## config.mk

```make
export PLATFORM = sky130hd
export DESIGN_NAME = two_class_buffer_pool_manager_flat
export DESIGN_NICKNAME = d
export VERILOG_FILES = /design/src/sv/tcbpm_pkg.sv /design/src/sv/tcbpm_in_if.sv /design/src/sv/tcbpm_out_if.sv /design/src/sv/tcbpm_cfg_if.sv /design/src/sv/tcbpm_pool.sv /design/src/sv/two_class_buffer_pool_manager.sv /design/src/flat_wrapper.sv
export SDC_FILE = /design/constraint.sdc
export NUM_CORES = 1
export LEC_CHECK = 0
export BUFFER_PORTS_ARGS = -buffer_cell sky130_fd_sc_hd__clkbuf_2
export CAP_MARGIN = 15
export CORE_AREA = 2 2 132 166
export DETAILED_ROUTE_END_ITERATION = 8
export DIE_AREA = 0 0 134 168
export PLACE_DENSITY = 0.69
export SKIP_LAST_GASP = 1
export SYNTH_ARGS = -nofsm -noshare
export SYNTH_HDL_FRONTEND = slang
export SYNTH_HIERARCHICAL = 1
export SYNTH_SLANG_ARGS = --single-unit
```

## constraint.sdc

```tcl
create_clock -name clk -period 2.7 [get_ports clk]
set_input_delay 0.135 -clock clk [delete_from_list [all_inputs] [get_ports clk]]
set_output_delay 0.135 -clock clk [all_outputs]
set_load 0.02 [all_outputs]
```

## src/sv/tcbpm_pkg.sv

```systemverilog
`default_nettype none

package tcbpm_pkg;

  // Pool geometry
  localparam int SMALL_COUNT = 13;
  localparam int LARGE_COUNT = 8;
  localparam int FIFO_DEPTH  = SMALL_COUNT + LARGE_COUNT;

  // Field widths
  localparam int OP_W      = 3;
  localparam int SIZE_W    = 16;
  localparam int ID_W      = 5;
  localparam int CFG_IDX_W = 1;

  localparam int SMALL_IDX_W = (SMALL_COUNT > 1) ? $clog2(SMALL_COUNT) : 1;
  localparam int LARGE_IDX_W = (LARGE_COUNT > 1) ? $clog2(LARGE_COUNT) : 1;
  localparam int PTR_W       = (FIFO_DEPTH > 1) ? $clog2(FIFO_DEPTH) : 1;
  localparam int CNT_W       = $clog2(FIFO_DEPTH + 1);

  // Operation codes
  localparam logic [OP_W-1:0] OP_ALLOC   = 3'd0;
  localparam logic [OP_W-1:0] OP_FREE    = 3'd1;
  localparam logic [OP_W-1:0] OP_ENQUEUE = 3'd2;
  localparam logic [OP_W-1:0] OP_DEQUEUE = 3'd3;
  localparam logic [OP_W-1:0] OP_GROW    = 3'd4;
  localparam logic [OP_W-1:0] OP_CHECK   = 3'd5;

  // Configuration register indexes
  localparam logic [CFG_IDX_W-1:0] REG_SMALL_BYTES = 1'b0;
  localparam logic [CFG_IDX_W-1:0] REG_LARGE_BYTES = 1'b1;

  localparam logic [SIZE_W-1:0] SMALL_BYTES_RST = 16'd64;
  localparam logic [SIZE_W-1:0] LARGE_BYTES_RST = 16'd256;

  typedef struct packed {
    logic [OP_W-1:0]   operation;
    logic [SIZE_W-1:0] request_size;
    logic [ID_W-1:0]   target_buffer;
  } req_t;

  typedef struct packed {
    logic [ID_W-1:0] result_buffer;
    logic            result_valid;
    logic            buffer_is_free;
    logic            queue_overflow;
  } res_t;

  typedef struct packed {
    logic [SIZE_W-1:0] small_bytes;
    logic [SIZE_W-1:0] large_bytes;
  } cfg_t;

  typedef struct packed {
    logic                   found;
    logic [SMALL_IDX_W-1:0] idx;
  } small_hit_t;

  typedef struct packed {
    logic                   found;
    logic [LARGE_IDX_W-1:0] idx;
  } large_hit_t;

  // Lowest clear bit of the small busy marks
  function automatic small_hit_t first_free_small(input logic [SMALL_COUNT-1:0] marks);
    small_hit_t h;
    h = '0;
    for (int i = SMALL_COUNT - 1; i >= 0; i--) begin
      if (!marks[i]) begin
        h.found = 1'b1;
        h.idx   = SMALL_IDX_W'(i);
      end
    end
    return h;
  endfunction

  // Lowest clear bit of the large busy marks
  function automatic large_hit_t first_free_large(input logic [LARGE_COUNT-1:0] marks);
    large_hit_t h;
    h = '0;
    for (int i = LARGE_COUNT - 1; i >= 0; i--) begin
      if (!marks[i]) begin
        h.found = 1'b1;
        h.idx   = LARGE_IDX_W'(i);
      end
    end
    return h;
  endfunction

endpackage

`default_nettype wire

```

## src/sv/tcbpm_in_if.sv

```systemverilog
`default_nettype none

// Operation request channel
interface tcbpm_in_if;
  logic                          valid;
  logic                          ready;
  logic [tcbpm_pkg::OP_W-1:0]    operation;
  logic [tcbpm_pkg::SIZE_W-1:0]  request_size;
  logic [tcbpm_pkg::ID_W-1:0]    target_buffer;

  modport source (output valid, output operation, output request_size,
                  output target_buffer, input ready);
  modport sink   (input valid, input operation, input request_size,
                  input target_buffer, output ready);
endinterface

`default_nettype wire

```

## src/sv/tcbpm_out_if.sv

```systemverilog
`default_nettype none

// Result channel
interface tcbpm_out_if;
  logic                        valid;
  logic                        ready;
  logic [tcbpm_pkg::ID_W-1:0]  result_buffer;
  logic                        result_valid;
  logic                        buffer_is_free;
  logic                        queue_overflow;

  modport source (output valid, output result_buffer, output result_valid,
                  output buffer_is_free, output queue_overflow, input ready);
  modport sink   (input valid, input result_buffer, input result_valid,
                  input buffer_is_free, input queue_overflow, output ready);
endinterface

`default_nettype wire

```

## src/sv/tcbpm_cfg_if.sv

```systemverilog
`default_nettype none

// Configuration write channel
interface tcbpm_cfg_if;
  logic                             valid;
  logic                             ready;
  logic [tcbpm_pkg::CFG_IDX_W-1:0]  index;
  logic [tcbpm_pkg::SIZE_W-1:0]     data;

  modport source (output valid, output index, output data, input ready);
  modport sink   (input valid, input index, input data, output ready);
endinterface

`default_nettype wire

```

## src/sv/tcbpm_pool.sv

```systemverilog
`default_nettype none

// Busy bitmaps, ready FIFO and the per-request update logic.
module tcbpm_pool (
  input  wire logic            clk,
  input  wire logic            rst_n,
  input  wire logic            step,
  input  wire tcbpm_pkg::req_t req,
  input  wire tcbpm_pkg::cfg_t cfg,
  output tcbpm_pkg::res_t      res
);

  logic [tcbpm_pkg::SMALL_COUNT-1:0] small_busy_r, small_busy_nxt;
  logic [tcbpm_pkg::LARGE_COUNT-1:0] large_busy_r, large_busy_nxt;
  logic [tcbpm_pkg::PTR_W-1:0]       rd_ptr_r, rd_ptr_nxt;
  logic [tcbpm_pkg::PTR_W-1:0]       wr_ptr_r, wr_ptr_nxt;
  logic [tcbpm_pkg::CNT_W-1:0]       fill_cnt_r, fill_cnt_nxt;
  logic [tcbpm_pkg::ID_W-1:0]        fifo_r [tcbpm_pkg::FIFO_DEPTH];
  logic                              fifo_we;

  tcbpm_pkg::small_hit_t             small_hit;
  tcbpm_pkg::large_hit_t             large_hit;
  logic                              is_small;
  logic                              is_large;
  logic [tcbpm_pkg::SMALL_IDX_W-1:0] sm_idx;
  logic [tcbpm_pkg::LARGE_IDX_W-1:0] lg_idx;
  logic [tcbpm_pkg::ID_W-1:0]        large_id;

  // Target classification and free-slot search
  always_comb begin
    small_hit = tcbpm_pkg::first_free_small(small_busy_r);
    large_hit = tcbpm_pkg::first_free_large(large_busy_r);
    is_small  = req.target_buffer < tcbpm_pkg::ID_W'(tcbpm_pkg::SMALL_COUNT);
    is_large  = !is_small &&
                (req.target_buffer < tcbpm_pkg::ID_W'(tcbpm_pkg::FIFO_DEPTH));
    sm_idx    = req.target_buffer[tcbpm_pkg::SMALL_IDX_W-1:0];
    lg_idx    = tcbpm_pkg::LARGE_IDX_W'(req.target_buffer -
                                        tcbpm_pkg::ID_W'(tcbpm_pkg::SMALL_COUNT));
    large_id  = tcbpm_pkg::ID_W'(tcbpm_pkg::SMALL_COUNT) +
                tcbpm_pkg::ID_W'(large_hit.idx);
  end

  // Operation decode and next state
  always_comb begin
    small_busy_nxt = small_busy_r;
    large_busy_nxt = large_busy_r;
    rd_ptr_nxt     = rd_ptr_r;
    wr_ptr_nxt     = wr_ptr_r;
    fill_cnt_nxt   = fill_cnt_r;
    fifo_we        = 1'b0;
    res            = '0;
    unique case (req.operation)
      tcbpm_pkg::OP_ALLOC: begin
        if (req.request_size < cfg.small_bytes) begin
          if (small_hit.found) begin
            small_busy_nxt[small_hit.idx] = 1'b1;
            res.result_buffer = tcbpm_pkg::ID_W'(small_hit.idx);
            res.result_valid  = 1'b1;
          end
        end else if (req.request_size < cfg.large_bytes) begin
          if (large_hit.found) begin
            large_busy_nxt[large_hit.idx] = 1'b1;
            res.result_buffer = large_id;
            res.result_valid  = 1'b1;
          end
        end
      end
      tcbpm_pkg::OP_FREE: begin
        if (is_small) begin
          small_busy_nxt[sm_idx] = 1'b0;
        end else if (is_large) begin
          large_busy_nxt[lg_idx] = 1'b0;
        end
      end
      tcbpm_pkg::OP_ENQUEUE: begin
        if (fill_cnt_r == tcbpm_pkg::CNT_W'(tcbpm_pkg::FIFO_DEPTH)) begin
          res.queue_overflow = 1'b1;
        end else begin
          fifo_we      = 1'b1;
          wr_ptr_nxt   = (wr_ptr_r == tcbpm_pkg::PTR_W'(tcbpm_pkg::FIFO_DEPTH - 1)) ?
                         '0 : wr_ptr_r + 1'b1;
          fill_cnt_nxt = fill_cnt_r + 1'b1;
        end
      end
      tcbpm_pkg::OP_DEQUEUE: begin
        if (fill_cnt_r != '0) begin
          res.result_buffer = fifo_r[rd_ptr_r];
          res.result_valid  = 1'b1;
          rd_ptr_nxt   = (rd_ptr_r == tcbpm_pkg::PTR_W'(tcbpm_pkg::FIFO_DEPTH - 1)) ?
                         '0 : rd_ptr_r + 1'b1;
          fill_cnt_nxt = fill_cnt_r - 1'b1;
        end
      end
      tcbpm_pkg::OP_GROW: begin
        if (is_small) begin
          res.result_buffer = req.target_buffer;
          res.result_valid  = 1'b1;
          // move to the lowest free large buffer when one exists and small_bytes < large_bytes
          if ((cfg.small_bytes < cfg.large_bytes) && large_hit.found) begin
            large_busy_nxt[large_hit.idx] = 1'b1;
            small_busy_nxt[sm_idx]        = 1'b0;
            res.result_buffer             = large_id;
          end
        end else if (is_large) begin
          res.result_buffer = req.target_buffer;
          res.result_valid  = 1'b1;
        end
      end
      tcbpm_pkg::OP_CHECK: begin
        if (is_small) begin
          res.buffer_is_free = !small_busy_r[sm_idx];
        end else if (is_large) begin
          res.buffer_is_free = !large_busy_r[lg_idx];
        end
      end
      default: begin
      end
    endcase
  end

  // State registers
  always_ff @(posedge clk) begin
    if (!rst_n) begin
      small_busy_r <= '0;
      large_busy_r <= '0;
      rd_ptr_r     <= '0;
      wr_ptr_r     <= '0;
      fill_cnt_r   <= '0;
    end else if (step) begin
      small_busy_r <= small_busy_nxt;
      large_busy_r <= large_busy_nxt;
      rd_ptr_r     <= rd_ptr_nxt;
      wr_ptr_r     <= wr_ptr_nxt;
      fill_cnt_r   <= fill_cnt_nxt;
    end
  end

  // FIFO storage, no reset
  always_ff @(posedge clk) begin
    if (step && fifo_we) begin
      fifo_r[wr_ptr_r] <= req.target_buffer;
    end
  end

  a_fill_bound: assert property (@(posedge clk) disable iff (!rst_n)
    fill_cnt_r <= tcbpm_pkg::CNT_W'(tcbpm_pkg::FIFO_DEPTH))
    else $error("fifo fill count above depth");

  a_empty_ptrs: assert property (@(posedge clk) disable iff (!rst_n)
    (fill_cnt_r == '0) |-> (rd_ptr_r == wr_ptr_r))
    else $error("empty fifo with unequal pointers");

  a_full_ptrs: assert property (@(posedge clk) disable iff (!rst_n)
    (fill_cnt_r == tcbpm_pkg::CNT_W'(tcbpm_pkg::FIFO_DEPTH)) |-> (rd_ptr_r == wr_ptr_r))
    else $error("full fifo with unequal pointers");

  a_ptr_range: assert property (@(posedge clk) disable iff (!rst_n)
    (rd_ptr_r < tcbpm_pkg::PTR_W'(tcbpm_pkg::FIFO_DEPTH)) &&
    (wr_ptr_r < tcbpm_pkg::PTR_W'(tcbpm_pkg::FIFO_DEPTH)))
    else $error("fifo pointer out of range");

  a_idle_hold: assert property (@(posedge clk) disable iff (!rst_n)
    !step |=> $stable(small_busy_r) && $stable(large_busy_r) && $stable(fill_cnt_r))
    else $error("pool state changed without a request");

endmodule

`default_nettype wire

```

## src/sv/two_class_buffer_pool_manager.sv

```systemverilog
// Two-class buffer pool manager.
// Tracks busy marks for small buffers (ids 0..12) and large buffers
// (ids 13..20) and a 21-deep FIFO of buffer ids queued for processing.
// in_req carries one request: operation (alloc, free, enqueue, dequeue,
// grow, check), request_size for alloc and target_buffer for the rest.
// out_res returns exactly one result per request, in request order.
// cfg_wr writes small_buffer_bytes (index 0) and large_buffer_bytes
// (index 1); it is always ready and must only be used while idle.
// A request accepted into the input register is processed against the pool
// into the result register, where out_res can take it. Throughput is one
// request per cycle while out_res does not stall; the bitmap/FIFO update
// between the two registers is combinational.
// Reset (rst_n low, synchronous) marks all buffers free, empties the
// FIFO and restores 64/256 byte capacities. When out_res stalls, the
// result is held and one more request can sit in the input register;
// in_req.ready then drops until the output drains.
`default_nettype none

module two_class_buffer_pool_manager (
  input  wire logic   clk,
  input  wire logic   rst_n,
  tcbpm_in_if.sink    in_req,
  tcbpm_out_if.source out_res,
  tcbpm_cfg_if.sink   cfg_wr
);

  tcbpm_pkg::cfg_t cfg_r, cfg_nxt;
  tcbpm_pkg::req_t s1_req_r;
  logic            s1_valid_r, s1_valid_nxt;
  tcbpm_pkg::res_t s2_res_r;
  logic            s2_valid_r, s2_valid_nxt;
  tcbpm_pkg::res_t pool_res;
  logic            in_acc;
  logic            step;

  // Configuration registers
  assign cfg_wr.ready = 1'b1;

  always_comb begin
    cfg_nxt = cfg_r;
    if (cfg_wr.valid) begin
      unique case (cfg_wr.index)
        tcbpm_pkg::REG_SMALL_BYTES: cfg_nxt.small_bytes = cfg_wr.data;
        tcbpm_pkg::REG_LARGE_BYTES: cfg_nxt.large_bytes = cfg_wr.data;
        default: begin
        end
      endcase
    end
  end

  always_ff @(posedge clk) begin
    if (!rst_n) begin
      cfg_r.small_bytes <= tcbpm_pkg::SMALL_BYTES_RST;
      cfg_r.large_bytes <= tcbpm_pkg::LARGE_BYTES_RST;
    end else begin
      cfg_r <= cfg_nxt;
    end
  end

  // Pipeline handshake
  assign step          = s1_valid_r && (!s2_valid_r || out_res.ready);
  assign in_req.ready  = !s1_valid_r || step;
  assign in_acc        = in_req.valid && in_req.ready;
  assign s1_valid_nxt  = in_acc || (s1_valid_r && !step);
  assign s2_valid_nxt  = step || (s2_valid_r && !out_res.ready);

  always_ff @(posedge clk) begin
    if (!rst_n) begin
      s1_valid_r <= 1'b0;
      s2_valid_r <= 1'b0;
    end else begin
      s1_valid_r <= s1_valid_nxt;
      s2_valid_r <= s2_valid_nxt;
    end
  end

  // Input register
  always_ff @(posedge clk) begin
    if (in_acc) begin
      s1_req_r.operation     <= in_req.operation;
      s1_req_r.request_size  <= in_req.request_size;
      s1_req_r.target_buffer <= in_req.target_buffer;
    end
  end

  tcbpm_pool u_pool (
    .clk   (clk),
    .rst_n (rst_n),
    .step  (step),
    .req   (s1_req_r),
    .cfg   (cfg_r),
    .res   (pool_res)
  );

  // Result register
  always_ff @(posedge clk) begin
    if (step) begin
      s2_res_r <= pool_res;
    end
  end

  assign out_res.valid          = s2_valid_r;
  assign out_res.result_buffer  = s2_res_r.result_buffer;
  assign out_res.result_valid   = s2_res_r.result_valid;
  assign out_res.buffer_is_free = s2_res_r.buffer_is_free;
  assign out_res.queue_overflow = s2_res_r.queue_overflow;

  a_no_drop: assert property (@(posedge clk) disable iff (!rst_n)
    (s2_valid_r && !out_res.ready) |=> s2_valid_r)
    else $error("stalled result lost");

  a_step_needs_room: assert property (@(posedge clk) disable iff (!rst_n)
    step |-> (!s2_valid_r || out_res.ready))
    else $error("result register overwritten");

  a_s1_hold: assert property (@(posedge clk) disable iff (!rst_n)
    (s1_valid_r && !step) |=> (s1_valid_r && $stable(s1_req_r)))
    else $error("pending request lost");

endmodule

`default_nettype wire
```

## src/flat_wrapper.sv

```systemverilog
// flat-port wrapper written by rule: the top's interface ports become plain ports
module two_class_buffer_pool_manager_flat 
  (clk, rst_n, in_req_valid, in_req_operation, in_req_request_size, in_req_target_buffer, in_req_ready, out_res_valid, out_res_result_buffer, out_res_result_valid, out_res_buffer_is_free, out_res_queue_overflow, out_res_ready, cfg_wr_valid, cfg_wr_index, cfg_wr_data, cfg_wr_ready);
  tcbpm_in_if in_req_i ();
  tcbpm_out_if out_res_i ();
  tcbpm_cfg_if cfg_wr_i ();
  input  wire logic clk;
  input  wire logic rst_n;
  input wire logic [$bits(in_req_i.valid)-1:0] in_req_valid;
  input wire logic [$bits(in_req_i.operation)-1:0] in_req_operation;
  input wire logic [$bits(in_req_i.request_size)-1:0] in_req_request_size;
  input wire logic [$bits(in_req_i.target_buffer)-1:0] in_req_target_buffer;
  output wire logic [$bits(in_req_i.ready)-1:0] in_req_ready;
  output wire logic [$bits(out_res_i.valid)-1:0] out_res_valid;
  output wire logic [$bits(out_res_i.result_buffer)-1:0] out_res_result_buffer;
  output wire logic [$bits(out_res_i.result_valid)-1:0] out_res_result_valid;
  output wire logic [$bits(out_res_i.buffer_is_free)-1:0] out_res_buffer_is_free;
  output wire logic [$bits(out_res_i.queue_overflow)-1:0] out_res_queue_overflow;
  input wire logic [$bits(out_res_i.ready)-1:0] out_res_ready;
  input wire logic [$bits(cfg_wr_i.valid)-1:0] cfg_wr_valid;
  input wire logic [$bits(cfg_wr_i.index)-1:0] cfg_wr_index;
  input wire logic [$bits(cfg_wr_i.data)-1:0] cfg_wr_data;
  output wire logic [$bits(cfg_wr_i.ready)-1:0] cfg_wr_ready;
  assign in_req_i.valid = in_req_valid;
  assign in_req_i.operation = in_req_operation;
  assign in_req_i.request_size = in_req_request_size;
  assign in_req_i.target_buffer = in_req_target_buffer;
  assign in_req_ready = in_req_i.ready;
  assign out_res_valid = out_res_i.valid;
  assign out_res_result_buffer = out_res_i.result_buffer;
  assign out_res_result_valid = out_res_i.result_valid;
  assign out_res_buffer_is_free = out_res_i.buffer_is_free;
  assign out_res_queue_overflow = out_res_i.queue_overflow;
  assign out_res_i.ready = out_res_ready;
  assign cfg_wr_i.valid = cfg_wr_valid;
  assign cfg_wr_i.index = cfg_wr_index;
  assign cfg_wr_i.data = cfg_wr_data;
  assign cfg_wr_ready = cfg_wr_i.ready;
  two_class_buffer_pool_manager u_core (.clk(clk), .rst_n(rst_n), .in_req(in_req_i), .out_res(out_res_i), .cfg_wr(cfg_wr_i));
endmodule
```

Word-level counts from Yosys, hierarchy flattened:

Memories as Yosys holds them, arrays and structs flattened. A register that Yosys moved wholly into a read port is not among the register bits.
Cells that the tools add are included.

* bits in read-only memories: 0
* word-level logic and storage cells: 167
* memories: 1
* input port bits: 46
* register bits: 102
* bits in writable memories: 105
* bits in latches: 0
* output and inout port bits: 11

* equality and inequality tests: 20
* divide/modulo/power cells: 0
* bitwise logic cells: 8
* shifts and indexed selects: 0
* multipliers: 0
* reductions and logical operators: 33
* mux-type cells: 70
* magnitude comparators: 13
* add/subtract/negate cells: 6

Memory list
* u_core.u_pool.fifo_r: words 21, width 5, rd ports 1, clocked after Yosys merged registers in 1, write ports 1, RTL line tcbpm_pool.sv:18 `logic [tcbpm_pkg::ID_W-1:0] fifo_r [tcbpm_pkg::FIFO_DEPTH];`

Operators with widths (number)
* 5-bit two-way mux: 21
* 13-bit two-way mux: 5
* 8-bit two-way mux: 7
* 16-bit less-than comparator: 3
* 13-bit one-hot mux with 3 select lines: 1
* 6-bit two-way mux: 6
* 4-bit two-way mux: 8
* 2-bit != test (second input constant): 12
* 8-bit one-hot mux with 3 select lines: 1
* 6-bit one-hot mux with 3 select lines: 1
* 5-bit by 1-bit adder with 5-bit output (second input constant): 3
* 5-bit == test (second input constant): 3
* 13-bit bitwise AND: 1
* 1-bit two-way mux: 13
* 13-bit inverter: 1
* 13-bit bitwise OR: 1
* 1-bit logical AND: 11
* 4-bit by 5-bit less-than comparator with 1-bit output (second input constant): 2
* 5-bit one-hot mux with 2 select lines: 1
* 9-bit AND reduction: 1
* 8-bit bitwise AND: 1
* 1-bit demux with 4-bit select: 2
* 4-bit by 1-bit greater-or-equal comparator with 1-bit output (second input constant): 2
* 3-bit by 4-bit less-than comparator with 1-bit output (second input constant): 2
* 25 further kinds: 41

Depth between registers and ports, before layout:

* depth after elaboration: 21
* gate-level depth with buffers: 11

Cells and area by module:

The synthesis kept the hierarchy.

By module, submodules not included
* tcbpm_pool: area each 8023.9 um2, seq. area each 3973.8 um2, times used 1, cells an instance 674
* two_class_buffer_pool_manager: area each 2311.0 um2, seq. area each 1641.6 um2, times used 1, cells an instance 170

Worst setup path after synthesis:

Ideal clock, no wire load.

* path kind: flip-flop to flip-flop
* from: register u_core.s2_valid_r, in the netlist u_core/out_res.valid
* to: memory u_core/u_pool/fifo_r[7][0] (netlist name), enable pin
* arrival: 2297 ps
* slack: 19 ps
* stages on the path, launching flop included: 6
* buffers on the path: 0
* clock period less this slack: 2681 ps
* cells stage by stage: dfxtp_1 -> nor2b_1 -> nor2b_1 -> and4_1 -> nand2_1 -> nor4b_1

* cells in the longest elaborated chain, start to end: 6

RTL lines
* from (decl): RTL line two_class_buffer_pool_manager.sv:31 `logic s2_valid_r, s2_valid_nxt;`
* from (signal assigned): RTL line two_class_buffer_pool_manager.sv:73 `s2_valid_r <= s2_valid_nxt;`
* 1-bit zero test: RTL line two_class_buffer_pool_manager.sv:61 `assign step = s1_valid_r && (!s2_valid_r || out_res.ready);`
* 1-bit logical OR: RTL line two_class_buffer_pool_manager.sv:61
* 1-bit logical AND: RTL line two_class_buffer_pool_manager.sv:61
* named net u_core.step: RTL line two_class_buffer_pool_manager.sv:34 `logic step;`
* 1-bit logical AND: RTL line tcbpm_pool.sv:140 `if (step && fifo_we) begin`
* 1-bit two-way mux: RTL line tcbpm_pool.sv:140
* 1-bit two-way mux (implied by the code): RTL line tcbpm_pool.sv:141 `fifo_r[wr_ptr_r] <= req.target_buffer;`
* to (decl): RTL line tcbpm_pool.sv:18

The timed path passes the listed nets, and every way through them passes these cells.

==> impl_metrics.yaml <==
hold_path:
  hold_path_end: "u_core/u_pool/small_busy_r[0]"
  whs_path_depth: 3
  hold_class: "primary input to flop"
  hold_start: "rst_n"
final_layout:
  num-fill-cells: 1677
  final_area_um2: 12300
  layout-drive-gt1-share: 0.196
  most-common-layout-cells: "137 x edfxtp_1, 90 x nand2_1, 74 x dfxtp_1, 61 x inv_1, 58 x ha_1"
  final_common_cell: "edfxtp_1"
  nets: 1079
  area_growth_syn_to_layout_pct: 19.1
  antenna_cells: 0
  fin_util: 0.583
synth:
  ys.warnings.count: 6
  synth.avg_cell_area_um2: 12.2
  synth-main-ff-cell: "edfxtp_1"
  ys_types: 72
  synth_top_family_by_area: "simple AND/OR/NAND/NOR gates"
  async_flop_share: 0
  synth-xor-area-share: 0.0102
  yosys.area_share.simple: 0.124
  ys_seq_area_frac: 0.543
  synth-edff-count: 137
  synth-adder-area-share: 0.0746
  synth-compound-area-share: 0.0873
  ys_seq_elements: 212
  syn_nets: 951
  synth.area.mux_share: 0.115
  synthCells: 844
  synthesis.area_um2: 10300
sta:
  finalSetupViolCount: 0
  tightest_slew_ns: 0.925
  worst_clock_skew_ns: 0.0207
  period_needed_ns: 2.66
  finalCritPeriodShare: 0.986
  hold_viol_final: 0
  final_max_slew_viol_count: 0
  max-slew-margin-rel: 0.383
  fmax_mhz: 376
drt:
  routed_wirelength_um: 23500
  drc: 0
  post_drt_wl_per_cell_um: 18.6
  drtIter0Drc: 447
  vias_per_cell: 5.59
  firstDrtPassIters: 5
  detail-route-antenna-nets: 0
  num_vias: 7073
critical_path:
  cp-start-kind: "flop"
  arrival_ns: 2.88
  reg2reg_depth: 9
  ff2ff_setup_slack_ns: 0.04
  worstSetupEndpointType: "flop"
  path_class: "flop to flop"
  crit_required_ns: 2.92
  timing.rr.start: "u_core/cfg_r[11]"
  crit_path_max_fanout: 3
  r2r_end: "u_core/out_res.result_buffer[3]"
global_route:
  grt-ovfl-total: 0
  grt_pass1_vias: 7208
  antenna_found_initial: 0
  grt_usage: 0.209
  grt_max_degree: 51
  grt_pass1_wl_um: 37000
power_and_ir_drop:
  peakVddDrop_mv: 0.423
  power_density_nw_per_um2: 570
  cell_internal_pwr_mw: 5.42
  pwr-share-clk: 0.409
  power.static_leakage_nw: 4.51
  pwr-share-seq: 0.507
  p_sw_frac: 0.227
  power_frac_comb: 0.083
  switching_power_mw: 1.59
placed_design:
  placed_area_um2: 11100
  dp_hpwl_um: 16900
  gp_congestion: 0.865
  port_buffers: 55
floorplan:
  die_y_um: 168
  num_io_pins: 57
  core_um2: 21100
  rows: 60
  start_util: 0.490
  die_x_um: 134
  die_area_um2: 22500
status:
  status: "finished, final reports clean"
job:
  max-cap-violations: 0
clocking:
  cts.clk_slew.worst_paths_ns: 0.06
  worstSkewPairLatency_ns: 0.51
  cts_tree: "done"
  cts_root_buf: "clkbuf_16"
  cts.path.max_buffers: 3
  cts_sinks: 212
  cts.htree.levels: 1
  cts_buffers: 21
[state kept, by name, indices dropped and copies added, names as in the netlist, 5 cells and up, named ones only]
| signal | count |
|---|---|
| u_core/u_pool/large_busy_r | 8 |
| u_core/out_res.result_buffer | 5 |
| u_core/s1_req_r | 24 |
| u_core/cfg_r | 32 |
| u_core/u_pool/small_busy_r | 13 |
| u_core/u_pool/wr_ptr_r | 5 |
| u_core/u_pool/fifo_r | 105 |
| u_core/u_pool/fill_cnt_r | 5 |
| u_core/u_pool/rd_ptr_r | 5 |
[cell usage after synthesis, drive strengths merged (5+ instances only)]
cell	n	area share
a31oi	6	0.0036
a211oi	9	0.0065
o211ai	9	0.0070
or3	5	0.0030
nand2b	7	0.0042
and2	8	0.0051
a21o	5	0.0038
nand2	91	0.033
nor2	51	0.019
nand4	19	0.012
inv	61	0.022
and4	7	0.0059
a2111oi	5	0.0048
nand3	23	0.011
ha	60	0.073
mux4	36	0.080
a32o	5	0.0048
nor2b	6	0.0036
o21ai	35	0.017
edfxtp	137	0.40
dfxtp	75	0.15
a21oi	25	0.012
o31ai	7	0.0051
mux2i	36	0.035
nor3	9	0.0048
and3	6	0.0036
clkbuf	16	0.0059
xor2	8	0.0068
a31o	5	0.0042
buf	22	0.017
[kinds of logic after synthesis]
logic type      Yosys count
simple gates            254
flops                   212
compound gates          133
buf+inv                  99
mux                      72
fa+ha+maj                61
xor+xnor                 12
other cells               1
[critical path, cell delays in order (launching register included)]
cell	delay, ns
dfxtp_1	0.33
inv_1	0.07
ha_1	0.33
a21oi_1	0.19
o21ai_0	0.15
a22oi_1	0.45
nand2_2	0.16
o21ai_1	0.15
a2111oi_0	0.11
or4_1	0.44
[repair_timing]
item / in CTS / in global routing
setup endpoints to repair: 1 / 25
endpoints found under the hold margin: 58 / 0
pin swaps: 0 / 4
hold buffers: 46 / 0
buffers inserted: 0 / 1
gates resized for setup: 4 / 19
[power by group through the flow]
stage / sequential [mW] / combinational, mW / clock, mW
floorplan: 3.63 / 0.311 / 0
global placement: 3.62 / 0.484 / 0
detailed placement: 3.63 / 0.492 / 0
CTS: 3.56 / 0.549 / 2.94
global route: 3.56 / 0.646 / 3.05
finish: 3.56 / 0.585 / 2.87
[metrics by stage]
stage               hold WS [ns]  total power, mW  instances  setup WS, ns  TNS [ns]
floorplan                  0.234             3.94        844        0.0194         0
global placement           0.313             4.11       1181        0.0433         0
detailed placement         0.316             4.12       1181       0.00650         0
CTS                       0.0946             7.04       1264       0.00943         0
global route               0.146             7.26       1265       -0.0522    -0.142
finish                     0.123             7.01       1265        0.0371         0
[cell type report]
cell class              instances  area [µm²]  share of cell area
flip-flops and latches        212        5620               0.456
repair buffers                143        1080              0.0877
inverters                      61         229              0.0186
clock inverters                 9        80.1             0.00651
multi-input cells             533        4350               0.354
clock buffers                  28         602              0.0489
well taps                     279         349              0.0284
[worst max path at each step]
stage	slack, ns	startpoint	to	depth (start not counted)
floorplan	0.02	u_core/out_res.valid	u_core/u_pool/fifo_r[7][0]	5
global placement	0.04	flop	u_core/out_res.result_buffer[3]	6
detailed placement	0.007	flop	u_core/out_res.result_buffer[3]	6
CTS	0.009	u_core/cfg_r[1]	u_core/out_res.result_buffer[3]	9
global route	-0.05	u_core/cfg_r[13]	u_core/out_res.result_buffer[3]	10
finish	0.04	u_core/cfg_r[11]	u_core/out_res.result_buffer[3]	9
[layer usage]
layer  wire length, µm  up-vias  track usage
met3               953       68       0.0244
met1              9240     3398        0.244
li1                  -     3408            -
met4               969        0       0.0856
met2             12400      199        0.388
met5                 0        -            0
Power figures use the tool's default switching activity.
